--- src/hw/rtl/aabb_all_pairs_collision_macros.svh ---
// Assertion helpers shared by the collision detector RTL.
`ifndef AABB_ALL_PAIRS_COLLISION_MACROS_SVH
`define AABB_ALL_PAIRS_COLLISION_MACROS_SVH

// Same-cycle implication, disabled while reset is asserted.
`define AABB_ASSERT_IMPL(name, clk, rst_n, ante, cons, msg) \
  name: assert property (@(posedge clk) disable iff (!rst_n) (ante) |-> (cons)) \
    else $error(msg);

// Next-cycle implication, disabled while reset is asserted.
`define AABB_ASSERT_NEXT(name, clk, rst_n, ante, cons, msg) \
  name: assert property (@(posedge clk) disable iff (!rst_n) (ante) |=> (cons)) \
    else $error(msg);

`endif

--- src/hw/rtl/aabb_pkg.sv ---
`default_nettype none

package aabb_pkg;

  // Table size and layer mask width.
  localparam int MAX_BOXES  = 8;
  localparam int LAYER_BITS = 8;
  localparam int SLOT_W     = (MAX_BOXES > 1) ? $clog2(MAX_BOXES) : 1;

  // Stored layer masks keep only the low LAYER_BITS bits of the 8-bit field.
  localparam logic [7:0] LAYER_MASK =
      (LAYER_BITS >= 8) ? 8'hFF : 8'((1 << LAYER_BITS) - 1);

  typedef logic [2:0]          slot_t;
  typedef logic [SLOT_W-1:0]   idx_t;
  typedef logic signed [15:0]  coord_t;
  typedef logic [14:0]         extent_t;
  typedef logic [7:0]          layer_t;

  typedef enum logic [1:0] {
    OP_WRITE  = 2'd0,
    OP_REMOVE = 2'd1,
    OP_SCAN   = 2'd2
  } op_e;

  typedef enum logic [2:0] {
    ST_IDLE,
    ST_READ,
    ST_XAXIS,
    ST_YAXIS,
    ST_EMIT,
    ST_DONE
  } scan_state_e;

  // One slot of the box table.
  typedef struct packed {
    logic    enabled;
    logic    handler;
    coord_t  cx;
    coord_t  cy;
    extent_t w;
    extent_t h;
    layer_t  own;
    layer_t  tgt;
  } box_t;

  // Write or free command for the box table.
  typedef struct packed {
    logic wr;
    logic clr;
    idx_t idx;
  } tbl_cmd_t;

endpackage

`default_nettype wire

--- src/hw/rtl/aabb_if.sv ---
`default_nettype none

// Input channel: one write, remove or scan item per transfer.
interface aabb_in_if;
  logic                valid;
  logic                ready;
  logic [1:0]          operation;
  logic [2:0]          slot;
  logic                box_enabled;
  logic                has_handler;
  logic signed [15:0]  center_x;
  logic signed [15:0]  center_y;
  logic [14:0]         box_width;
  logic [14:0]         box_height;
  logic [7:0]          own_layers;
  logic [7:0]          target_layers;

  modport source (
    output valid, operation, slot, box_enabled, has_handler, center_x, center_y,
           box_width, box_height, own_layers, target_layers,
    input  ready
  );
  modport sink (
    input  valid, operation, slot, box_enabled, has_handler, center_x, center_y,
           box_width, box_height, own_layers, target_layers,
    output ready
  );
endinterface

// Output channel: one collision event or scan completion per transfer.
interface aabb_out_if;
  logic       valid;
  logic       ready;
  logic       hit;
  logic [2:0] target_slot;
  logic [7:0] source_layers;
  logic       last;

  modport source (
    output valid, hit, target_slot, source_layers, last,
    input  ready
  );
  modport sink (
    input  valid, hit, target_slot, source_layers, last,
    output ready
  );
endinterface

`default_nettype wire

--- src/hw/rtl/aabb_box_table.sv ---
`default_nettype none

module aabb_box_table (
  input  wire                    clk_i,
  input  wire                    rst_ni,
  input  aabb_pkg::tbl_cmd_t     cmd_i,
  input  aabb_pkg::box_t         wr_entry_i,
  input  aabb_pkg::idx_t         src_idx_i,
  input  aabb_pkg::idx_t         tgt_idx_i,
  output logic [aabb_pkg::MAX_BOXES-1:0] valid_o,
  output aabb_pkg::box_t         src_entry_o,
  output aabb_pkg::box_t         tgt_entry_o
);
  import aabb_pkg::*;

  box_t                 mem [MAX_BOXES];
  logic [MAX_BOXES-1:0] valid_q;
  box_t                 src_q;
  box_t                 tgt_q;

  // Box storage: one write port, no reset, entries gated by the valid bits.
  always_ff @(posedge clk_i) begin
    if (cmd_i.wr) begin
      mem[cmd_i.idx] <= wr_entry_i;
    end
  end

  // Two registered read ports, one for the source and one for the target.
  always_ff @(posedge clk_i) begin
    src_q <= mem[src_idx_i];
    tgt_q <= mem[tgt_idx_i];
  end

  // Valid bits are cleared at reset, set by a write and cleared by a remove.
  always_ff @(posedge clk_i or negedge rst_ni) begin
    if (!rst_ni) begin
      valid_q <= '0;
    end else if (cmd_i.wr) begin
      valid_q[cmd_i.idx] <= 1'b1;
    end else if (cmd_i.clr) begin
      valid_q[cmd_i.idx] <= 1'b0;
    end
  end

  assign valid_o     = valid_q;
  assign src_entry_o = src_q;
  assign tgt_entry_o = tgt_q;

endmodule

`default_nettype wire

--- src/hw/rtl/aabb_axis_unit.sv ---
`default_nettype none

// Overlap test on one axis. Two centered intervals overlap, edges touching
// included, when twice the center distance is at most the sum of the widths.
module aabb_axis_unit (
  input  aabb_pkg::coord_t  a_c_i,
  input  aabb_pkg::extent_t a_w_i,
  input  aabb_pkg::coord_t  b_c_i,
  input  aabb_pkg::extent_t b_w_i,
  output logic              overlap_o
);
  import aabb_pkg::*;

  logic signed [17:0] diff_ab;
  logic signed [17:0] diff_ba;
  logic        [15:0] wsum;
  logic signed [17:0] wsum_s;

  // Both center differences in parallel, sign-extended and already doubled.
  assign diff_ab = (18'(a_c_i) - 18'(b_c_i)) <<< 1;
  assign diff_ba = (18'(b_c_i) - 18'(a_c_i)) <<< 1;

  assign wsum   = {1'b0, a_w_i} + {1'b0, b_w_i};
  assign wsum_s = signed'({2'b00, wsum});

  assign overlap_o = (diff_ab <= wsum_s) && (diff_ba <= wsum_s);

endmodule

`default_nettype wire

--- src/hw/rtl/aabb_all_pairs_collision.sv ---
`default_nettype none

`include "aabb_all_pairs_collision_macros.svh"

// All-pairs collision detector for centered axis-aligned boxes held in
// MAX_BOXES slots. A scan item walks every ordered (source, target) slot
// pair and is not ready for new input until its completion item has been
// loaded into the output register. Pairs run through one shared axis compare
// unit, x first and then y: a pair is skipped when its target slot is free
// or is the source itself, the layer, enable and handler filters can reject
// it after the x compare, a pair that passes them gets the y compare, and a
// hit goes on to the emit step; a free source slot skips all of its targets.
// Events come out in source-major slot order; the last item of every scan
// carries last=1, and a scan without events returns a single item with
// hit=0. The output register lets a finished item wait for the sink while
// the table takes further writes.
module aabb_all_pairs_collision (
  input  wire              clk_i,
  input  wire              rst_ni,
  aabb_in_if.sink          in_i,
  aabb_out_if.source       out_o
);
  import aabb_pkg::*;

  scan_state_e state_q, state_d;
  idx_t        src_q, src_d;
  idx_t        tgt_q, tgt_d;
  logic        xok_q, xok_d;

  logic        pend_valid_q, pend_valid_d;
  idx_t        pend_slot_q, pend_slot_d;
  layer_t      pend_layers_q, pend_layers_d;

  logic        out_valid_q, out_valid_d;
  logic        out_hit_q, out_hit_d;
  slot_t       out_slot_q, out_slot_d;
  layer_t      out_layers_q, out_layers_d;
  logic        out_last_q, out_last_d;

  tbl_cmd_t             tbl_cmd;
  box_t                 wr_entry;
  logic [MAX_BOXES-1:0] valid;
  box_t                 src_entry;
  box_t                 tgt_entry;

  coord_t      axis_a_c;
  coord_t      axis_b_c;
  extent_t     axis_a_w;
  extent_t     axis_b_w;
  logic        axis_ok;

  logic        in_xfer;
  logic        slot_in_range;
  logic        out_free;
  logic        pair_ok;
  logic        src_last;
  logic        tgt_last;
  idx_t        src_step;
  idx_t        tgt_step;

  logic        push;
  logic        push_hit;
  slot_t       push_slot;
  layer_t      push_layers;
  logic        push_last;

  assign in_i.ready    = (state_q == ST_IDLE);
  assign in_xfer       = in_i.valid && in_i.ready;
  assign slot_in_range = (int'(in_i.slot) < MAX_BOXES);
  assign out_free      = !out_valid_q || out_o.ready;

  // Entry built from the input item; layer masks are cut when stored.
  always_comb begin
    wr_entry.enabled = in_i.box_enabled;
    wr_entry.handler = in_i.has_handler;
    wr_entry.cx      = in_i.center_x;
    wr_entry.cy      = in_i.center_y;
    wr_entry.w       = in_i.box_width;
    wr_entry.h       = in_i.box_height;
    wr_entry.own     = in_i.own_layers & LAYER_MASK;
    wr_entry.tgt     = in_i.target_layers & LAYER_MASK;
  end

  // Table commands decoded from an accepted write or remove item.
  always_comb begin
    tbl_cmd.wr  = 1'b0;
    tbl_cmd.clr = 1'b0;
    tbl_cmd.idx = in_i.slot[SLOT_W-1:0];
    if (in_xfer && slot_in_range) begin
      unique case (op_e'(in_i.operation))
        OP_WRITE:  tbl_cmd.wr  = 1'b1;
        OP_REMOVE: tbl_cmd.clr = 1'b1;
        default:   ;
      endcase
    end
  end

  aabb_box_table u_table (
    .clk_i       (clk_i),
    .rst_ni      (rst_ni),
    .cmd_i       (tbl_cmd),
    .wr_entry_i  (wr_entry),
    .src_idx_i   (src_q),
    .tgt_idx_i   (tgt_q),
    .valid_o     (valid),
    .src_entry_o (src_entry),
    .tgt_entry_o (tgt_entry)
  );

  // The shared compare unit sees x operands first and y operands next.
  always_comb begin
    if (state_q == ST_YAXIS) begin
      axis_a_c = src_entry.cy;
      axis_a_w = src_entry.h;
      axis_b_c = tgt_entry.cy;
      axis_b_w = tgt_entry.h;
    end else begin
      axis_a_c = src_entry.cx;
      axis_a_w = src_entry.w;
      axis_b_c = tgt_entry.cx;
      axis_b_w = tgt_entry.w;
    end
  end

  aabb_axis_unit u_axis (
    .a_c_i     (axis_a_c),
    .a_w_i     (axis_a_w),
    .b_c_i     (axis_b_c),
    .b_w_i     (axis_b_w),
    .overlap_o (axis_ok)
  );

  // Filters that do not need geometry; a target without a handler is
  // rejected up front since a hit on it reports nothing.
  assign pair_ok = src_entry.enabled && (src_entry.tgt != '0) &&
                   tgt_entry.enabled && tgt_entry.handler &&
                   ((src_entry.tgt & tgt_entry.own) != '0);

  // Pair cursor stepping.
  assign src_last = (src_q == idx_t'(MAX_BOXES - 1));
  assign tgt_last = (tgt_q == idx_t'(MAX_BOXES - 1));
  assign src_step = src_last ? '0 : src_q + idx_t'(1);
  assign tgt_step = tgt_last ? '0 : tgt_q + idx_t'(1);

  // Scan sequencer. One hit is held back as pending so that the final
  // event of a scan can be marked last once the walk is over.
  always_comb begin
    state_d       = state_q;
    src_d         = src_q;
    tgt_d         = tgt_q;
    xok_d         = xok_q;
    pend_valid_d  = pend_valid_q;
    pend_slot_d   = pend_slot_q;
    pend_layers_d = pend_layers_q;
    push          = 1'b0;
    push_hit      = 1'b1;
    push_slot     = slot_t'(pend_slot_q);
    push_layers   = pend_layers_q;
    push_last     = 1'b0;

    unique case (state_q)
      ST_IDLE: begin
        if (in_xfer && (in_i.operation == OP_SCAN)) begin
          src_d        = '0;
          tgt_d        = '0;
          pend_valid_d = 1'b0;
          state_d      = ST_READ;
        end
      end

      ST_READ: begin
        if (!valid[src_q]) begin
          // Free source slot: skip all of its targets.
          tgt_d   = '0;
          src_d   = src_step;
          state_d = src_last ? ST_DONE : ST_READ;
        end else if (!valid[tgt_q] || (tgt_q == src_q)) begin
          tgt_d   = tgt_step;
          src_d   = tgt_last ? src_step : src_q;
          state_d = (tgt_last && src_last) ? ST_DONE : ST_READ;
        end else begin
          state_d = ST_XAXIS;
        end
      end

      ST_XAXIS: begin
        xok_d = axis_ok;
        if (pair_ok) begin
          state_d = ST_YAXIS;
        end else begin
          tgt_d   = tgt_step;
          src_d   = tgt_last ? src_step : src_q;
          state_d = (tgt_last && src_last) ? ST_DONE : ST_READ;
        end
      end

      ST_YAXIS: begin
        if (xok_q && axis_ok) begin
          state_d = ST_EMIT;
        end else begin
          tgt_d   = tgt_step;
          src_d   = tgt_last ? src_step : src_q;
          state_d = (tgt_last && src_last) ? ST_DONE : ST_READ;
        end
      end

      ST_EMIT: begin
        // The earlier pending hit goes out, not last; this one takes its place.
        if (!pend_valid_q || out_free) begin
          push          = pend_valid_q;
          pend_valid_d  = 1'b1;
          pend_slot_d   = tgt_q;
          pend_layers_d = src_entry.own;
          tgt_d         = tgt_step;
          src_d         = tgt_last ? src_step : src_q;
          state_d       = (tgt_last && src_last) ? ST_DONE : ST_READ;
        end
      end

      ST_DONE: begin
        if (out_free) begin
          push      = 1'b1;
          push_last = 1'b1;
          if (!pend_valid_q) begin
            push_hit    = 1'b0;
            push_slot   = '0;
            push_layers = '0;
          end
          pend_valid_d = 1'b0;
          src_d        = '0;
          tgt_d        = '0;
          state_d      = ST_IDLE;
        end
      end

      default: state_d = ST_IDLE;
    endcase
  end

  // Output register next state.
  always_comb begin
    out_valid_d  = out_valid_q;
    out_hit_d    = out_hit_q;
    out_slot_d   = out_slot_q;
    out_layers_d = out_layers_q;
    out_last_d   = out_last_q;
    if (push) begin
      out_valid_d  = 1'b1;
      out_hit_d    = push_hit;
      out_slot_d   = push_slot;
      out_layers_d = push_layers;
      out_last_d   = push_last;
    end else if (out_o.ready) begin
      out_valid_d = 1'b0;
    end
  end

  // Control state.
  always_ff @(posedge clk_i or negedge rst_ni) begin
    if (!rst_ni) begin
      state_q      <= ST_IDLE;
      src_q        <= '0;
      tgt_q        <= '0;
      pend_valid_q <= 1'b0;
      out_valid_q  <= 1'b0;
    end else begin
      state_q      <= state_d;
      src_q        <= src_d;
      tgt_q        <= tgt_d;
      pend_valid_q <= pend_valid_d;
      out_valid_q  <= out_valid_d;
    end
  end

  // Payload registers.
  always_ff @(posedge clk_i) begin
    xok_q         <= xok_d;
    pend_slot_q   <= pend_slot_d;
    pend_layers_q <= pend_layers_d;
    out_hit_q     <= out_hit_d;
    out_slot_q    <= out_slot_d;
    out_layers_q  <= out_layers_d;
    out_last_q    <= out_last_d;
  end

  assign out_o.valid         = out_valid_q;
  assign out_o.hit           = out_hit_q;
  assign out_o.target_slot   = out_slot_q;
  assign out_o.source_layers = out_layers_q;
  assign out_o.last          = out_last_q;

  // A completion without events is last and carries zero fields.
  `AABB_ASSERT_IMPL(a_empty_completion, clk_i, rst_ni, out_valid_q && !out_hit_q, out_last_q && (out_slot_q == '0) && (out_layers_q == '0), "empty scan completion is malformed")
  // An accepted scan item starts the pair walk.
  `AABB_ASSERT_NEXT(a_scan_starts, clk_i, rst_ni, in_xfer && (in_i.operation == OP_SCAN), state_q == ST_READ, "scan transfer did not start the walk")
  // No hit may stay pending once the block is idle again.
  `AABB_ASSERT_IMPL(a_idle_no_pending, clk_i, rst_ni, state_q == ST_IDLE, !pend_valid_q, "pending hit left behind after a scan")
  // Closing a scan loads a last item and returns to idle.
  `AABB_ASSERT_NEXT(a_done_last, clk_i, rst_ni, (state_q == ST_DONE) && out_free, out_valid_q && out_last_q && (state_q == ST_IDLE), "scan closed without a last item")

endmodule

`default_nettype wire
--- src/flat_wrapper.sv ---
// flat-port wrapper written by rule: the top's interface ports become plain ports
module aabb_all_pairs_collision_flat import aabb_pkg::*;
  (clk_i, rst_ni, in_i_valid, in_i_operation, in_i_slot, in_i_box_enabled, in_i_has_handler, in_i_center_x, in_i_center_y, in_i_box_width, in_i_box_height, in_i_own_layers, in_i_target_layers, in_i_ready, out_o_valid, out_o_hit, out_o_target_slot, out_o_source_layers, out_o_last, out_o_ready);
  aabb_in_if in_i_i ();
  aabb_out_if out_o_i ();
  input  wire clk_i;
  input  wire rst_ni;
  input wire logic [$bits(in_i_i.valid)-1:0] in_i_valid;
  input wire logic [$bits(in_i_i.operation)-1:0] in_i_operation;
  input wire logic [$bits(in_i_i.slot)-1:0] in_i_slot;
  input wire logic [$bits(in_i_i.box_enabled)-1:0] in_i_box_enabled;
  input wire logic [$bits(in_i_i.has_handler)-1:0] in_i_has_handler;
  input wire logic [$bits(in_i_i.center_x)-1:0] in_i_center_x;
  input wire logic [$bits(in_i_i.center_y)-1:0] in_i_center_y;
  input wire logic [$bits(in_i_i.box_width)-1:0] in_i_box_width;
  input wire logic [$bits(in_i_i.box_height)-1:0] in_i_box_height;
  input wire logic [$bits(in_i_i.own_layers)-1:0] in_i_own_layers;
  input wire logic [$bits(in_i_i.target_layers)-1:0] in_i_target_layers;
  output wire logic [$bits(in_i_i.ready)-1:0] in_i_ready;
  output wire logic [$bits(out_o_i.valid)-1:0] out_o_valid;
  output wire logic [$bits(out_o_i.hit)-1:0] out_o_hit;
  output wire logic [$bits(out_o_i.target_slot)-1:0] out_o_target_slot;
  output wire logic [$bits(out_o_i.source_layers)-1:0] out_o_source_layers;
  output wire logic [$bits(out_o_i.last)-1:0] out_o_last;
  input wire logic [$bits(out_o_i.ready)-1:0] out_o_ready;
  assign in_i_i.valid = in_i_valid;
  assign in_i_i.operation = in_i_operation;
  assign in_i_i.slot = in_i_slot;
  assign in_i_i.box_enabled = in_i_box_enabled;
  assign in_i_i.has_handler = in_i_has_handler;
  assign in_i_i.center_x = in_i_center_x;
  assign in_i_i.center_y = in_i_center_y;
  assign in_i_i.box_width = in_i_box_width;
  assign in_i_i.box_height = in_i_box_height;
  assign in_i_i.own_layers = in_i_own_layers;
  assign in_i_i.target_layers = in_i_target_layers;
  assign in_i_ready = in_i_i.ready;
  assign out_o_valid = out_o_i.valid;
  assign out_o_hit = out_o_i.hit;
  assign out_o_target_slot = out_o_i.target_slot;
  assign out_o_source_layers = out_o_i.source_layers;
  assign out_o_last = out_o_i.last;
  assign out_o_i.ready = out_o_ready;
  aabb_all_pairs_collision u_core (.clk_i(clk_i), .rst_ni(rst_ni), .in_i(in_i_i), .out_o(out_o_i));
endmodule
--- config.mk ---
export PLATFORM = sky130hd
export DESIGN_NAME = aabb_all_pairs_collision_flat
export DESIGN_NICKNAME = d
export VERILOG_FILES = /design/src/hw/rtl/aabb_pkg.sv /design/src/hw/rtl/aabb_if.sv /design/src/hw/rtl/aabb_box_table.sv /design/src/hw/rtl/aabb_axis_unit.sv /design/src/hw/rtl/aabb_all_pairs_collision.sv /design/src/flat_wrapper.sv
export VERILOG_INCLUDE_DIRS = /design/src /design/src/hw/rtl
export SDC_FILE = /design/constraint.sdc
export NUM_CORES = 1
export LEC_CHECK = 0
export BUFFER_PORTS_ARGS = -buffer_cell sky130_fd_sc_hd__buf_4
export CAP_MARGIN = 20
export CORE_UTILIZATION = 56
export DETAILED_ROUTE_END_ITERATION = 8
export PLACE_DENSITY = 0.73
export SLEW_MARGIN = 20
export SYNTH_ARGS = -nofsm -noshare
export SYNTH_HDL_FRONTEND = slang
export SYNTH_SLANG_ARGS = --single-unit
export TNS_END_PERCENT = 20
--- constraint.sdc ---
create_clock -name clk_i -period 10.5 [get_ports clk_i]
set_input_delay 2.1 -clock clk_i [delete_from_list [all_inputs] [get_ports clk_i]]
set_output_delay 2.1 -clock clk_i [all_outputs]
set_load 0.02 [all_outputs]
==> flow_summary.ini <==
[place]
dpl_worst_slack_ns = 3.897
port_buffers = 103
gp_congestion = 0.8943
hpwl_um = 47260

[yosys]
synth_edf_count = 665
yosysSeqAreaShare = 0.6363
syn-instance-count = 2139
synth_top_family_by_area = multiplexers
yosys.area.top_type = edfxtp_1
synthAdderAreaFrac = 0.02826
synth_compound_area_frac = 0.02958
syn_area_um2 = 36880
ys_warn_count = 0
synthSimpleGateAreaFrac = 0.04709
synth_area_per_cell_um2 = 17.24
syn-num-nets = 2307
yosys-mux-area-fraction = 0.2309
synthArstFlopShare = 0.02275
ys_ff_latch = 835
synthTopCellsByArea = edfxtp_1 (54%), mux4_2 (19%), dfxtp_1 (8.2%), mux2_2 (3.8%), ha_1 (2.6%)
synth_cell_types = 68
yosysTopAreaCellShare = 0.5414
synth_xor_area_frac = 0.009736
synth-main-ff-cell = edfxtp_1

[grt]
grt_max_degree = 115
grt_overflow = 0
antenna_found_initial = 4
grt_use_met1 = 0.3503
grt_pass1_wl_um = 126000
grt_use_met2 = 0.4251
grt_pass1_vias = 20910
grt_usage = 0.2543
use_met3 = 0.03736
busiest_layer = met2

[critical_path]
worstPathMaxFanout = 62
worstPathArrival_ns = 7.20
crit_path_frequent_cell = a21oi_1
crit_path_start_kind = flop
r2r_slack_ns = 3.81
path_buf_inv = 0
crit_slowest_cell = nand2_4
crit_chain = nor2b_1 -> nand2_4 -> mux2_2 -> ha_1 -> a21oi_1 -> nor2_1 -> a311oi_1 -> o21ai_1 -> a21o_1 -> a21oi_1 -> o21bai_1 -> a21oi_1 -> ha_1 -> a211o_1 -> a31o_2 -> o31ai_1 -> a211oi_1 -> or4_4 -> nor2b_4 -> mux2_4
criticalPathCategory = flop to flop
critPathTopFamily = compound AO/OA/AOI/OAI gates
required_ns = 11.01
critPathMaxStageDelay_ns = 0.60
crit_path_end_kind = flop

[power_and_ir_drop]
p_clk_frac = 0.260
power_leakage_nw = 14.30
ir_drop_v = 0.0002208
report.power.total_mw = 11.38
pwr-share-comb = 0.376
swShare = 0.3248
p_per_area_nw_per_um2 = 275.2
pwr-share-seq = 0.363
intPower_mw = 7.682
netSwitchingPower_mw = 3.696

[clock_tree]
cts.sinks = 835
clk_pin_slew_ns = 0.06
cts_tree = done
post_cts.repair.setup_buffers = 0
clock_latency_ns = 0.65
ctsRootBufferMaster = clkbuf_16
cts_resized = 0
ctsLongestPathBuffers = 3
numCtsBuffers = 85
cts_hold_buf = 0
htreeDepth = 3

[floorplanning]
pin_count = 104
start_util = 0.5691
core_area_um2 = 64810
die_h_um = 258.6
dieArea_um2 = 66890
row_count = 93
die_w_um = 258.6

[sta]
max_slew_margin = 0.2563
finalCritPeriodShare = 0.6373
max_freq_mhz = 149.4
worst_pin_slew_ns = 1.116
setup_ws_ns = 3.808
rsz0062_at_grt = no
finalSetupViolations = 0
maxSlewViolCount = 0
finClkSkew_ns = 0.03696
fin_crit_ns = 6.692
hold_viol = 0
finalSetupTns_ns = 0

[detailed_routing]
drt-initial-drc-count = 1646
post_drt_wl_per_cell_um = 26.27
ant_nets = 0
drcViolationCount = 0
vias = 19970
dr.pass1.iters = 7
routed_wl_um = 83170
vias_per_cell = 6.308

[outcome]
status = finished, final reports clean

[final_layout]
area_growth_pct = 12.10
fin_nets = 2407
nFillCells = 4481
layout-drive-gt1-share = 0.3101
final_common_cell = edfxtp_1
final_cell_mix = edfxtp_1 (665), mux4_2 (306), nand2_1 (243)

[worst_hold_path]
hold_class = flop to flop

[flow_run]
drv_cap = 0
## routing by layer
| metal | routed length, µm | vias up |
|---|---|---|
| li1 | - | 8679 |
| met1 | 34440 | 10490 |
| met2 | 42190 | 670 |
| met3 | 4827 | 123 |
| met4 | 1697 | 4 |
| met5 | 18 | - |
## synth_stat cells, types with 3 or more instances
cell and n:
edfxtp_1 665, mux4_2 306, nand2_1 244, dfxtp_1 151, mux2_2 123, clkbuf_1 76, ha_1 76, inv_1 51
a21oi_1 49, nor2_1 47, buf_1 36, o21ai_0 29, xnor2_1 28, nor2b_1 25, a21o_1 21, mux2i_1 21
dfrtp_1 19, nor3_1 16, nand3_1 15, xor2_1 13, nand2b_1 10, nand4_1 10, o21a_1 8, a211o_1 6
a211oi_1 5, a22oi_1 5, or3_1 5, buf_2 4, nor4_1 4, o211ai_1 4, o31ai_1 4, a31oi_1 3
and2_1 3, and3_1 3, buf_6 3, fa_1 3, nand3b_1 3, nor3b_1 3, o21bai_1 3
## final timing paths
kind,end,cells after the start,start
worst min-delay path,u_core.pend_layers_q[6]$_DFFE_PP_,0,u_core.u_table.src_entry_o[14]$_DFF_P_
min in group asynchronous,u_core.out_o.valid$_DFFE_PN0P_,1,rst_ni
worst min register to register,u_core.pend_layers_q[6]$_DFFE_PP_,0,u_core.u_table.src_entry_o[14]$_DFF_P_
max in group asynchronous,u_core.tgt_q[0]$_DFFE_PN0P_,1,rst_ni
worst max-delay path,u_core.src_q[2]$_DFFE_PN0P_,20,u_core.state_q[1]$_DFFE_PN0P_
worst max register to register,u_core.src_q[2]$_DFFE_PN0P_,20,u_core.state_q[1]$_DFFE_PN0P_
## through the flow
stage	hold slack [ns]	utilization	cells	area, µm²
2_1_floorplan	0.3855	-	2139	36880
3_3_place_gp	0.3887	0.5951	3006	38570
3_5_place_dp	0.3907	0.5951	3006	38570
4_1_cts	0.4109	0.6376	3163	41320
5_1_grt	0.4132	0.6379	3166	41350
6_report	0.4095	0.6379	3166	41350
## registers in the layout, summed over array words and instances (netlist names), 8 cells and up, named ones only
signal,count
u_core.pend_layers_q,8
u_core.out_o.source_layers,8
u_core.u_table.tgt_entry_o,72
u_core.u_table.mem,640
u_core.u_table.src_entry_o,79
## final cells by class
cell class / count / area [µm²] / area share
repair buffers: 132 / 1028 / 0.02487
flip-flops and latches: 835 / 23490 / 0.5681
clock buffers: 124 / 2427 / 0.05871
clock inverters: 33 / 322.8 / 0.007807
well taps: 855 / 1070 / 0.02587
inverters: 52 / 195.2 / 0.004721
multi-input cells: 1133 / 12810 / 0.3098
diodes: 2 / 5.005 / 0.0001210
## worst register-to-register path, stage by stage (launching register included)
cell and delay [ns]:
dfrtp_1 0.58, nor2b_1 0.41, nand2_4 0.60, mux2_2 0.55
ha_1 0.35, a21oi_1 0.16, nor2_1 0.05, a311oi_1 0.46
o21ai_1 0.21, a21o_1 0.21, a21oi_1 0.22, o21bai_1 0.09
a21oi_1 0.25, ha_1 0.31, a211o_1 0.31, a31o_2 0.21
o31ai_1 0.35, a211oi_1 0.17, or4_4 0.58, nor2b_4 0.18
mux2_4 0.29
## kinds of logic (layout without fill, tap and decap cells)
logic type / after synthesis / in the layout
fa+ha+maj: 82 / 82
mux: 452 / 452
simple gates: 396 / 396
other cells: 0 / 2
compound gates: 162 / 162
buf+inv: 171 / 341
flops: 835 / 835
xor+xnor: 41 / 41
## power by group through the flow
stage          Sequential, mW  Clock (mW)  Combinational, mW
2_1_floorplan            4.00           0               3.38
3_3_place_gp             4.20           0               4.19
3_5_place_dp             4.20           0               4.24
4_1_cts                  4.14        3.01               4.28
5_1_grt                  4.15        3.13               4.68
6_report                 4.13        2.96               4.28
Note: power is estimated with default switching activity, not from simulation.
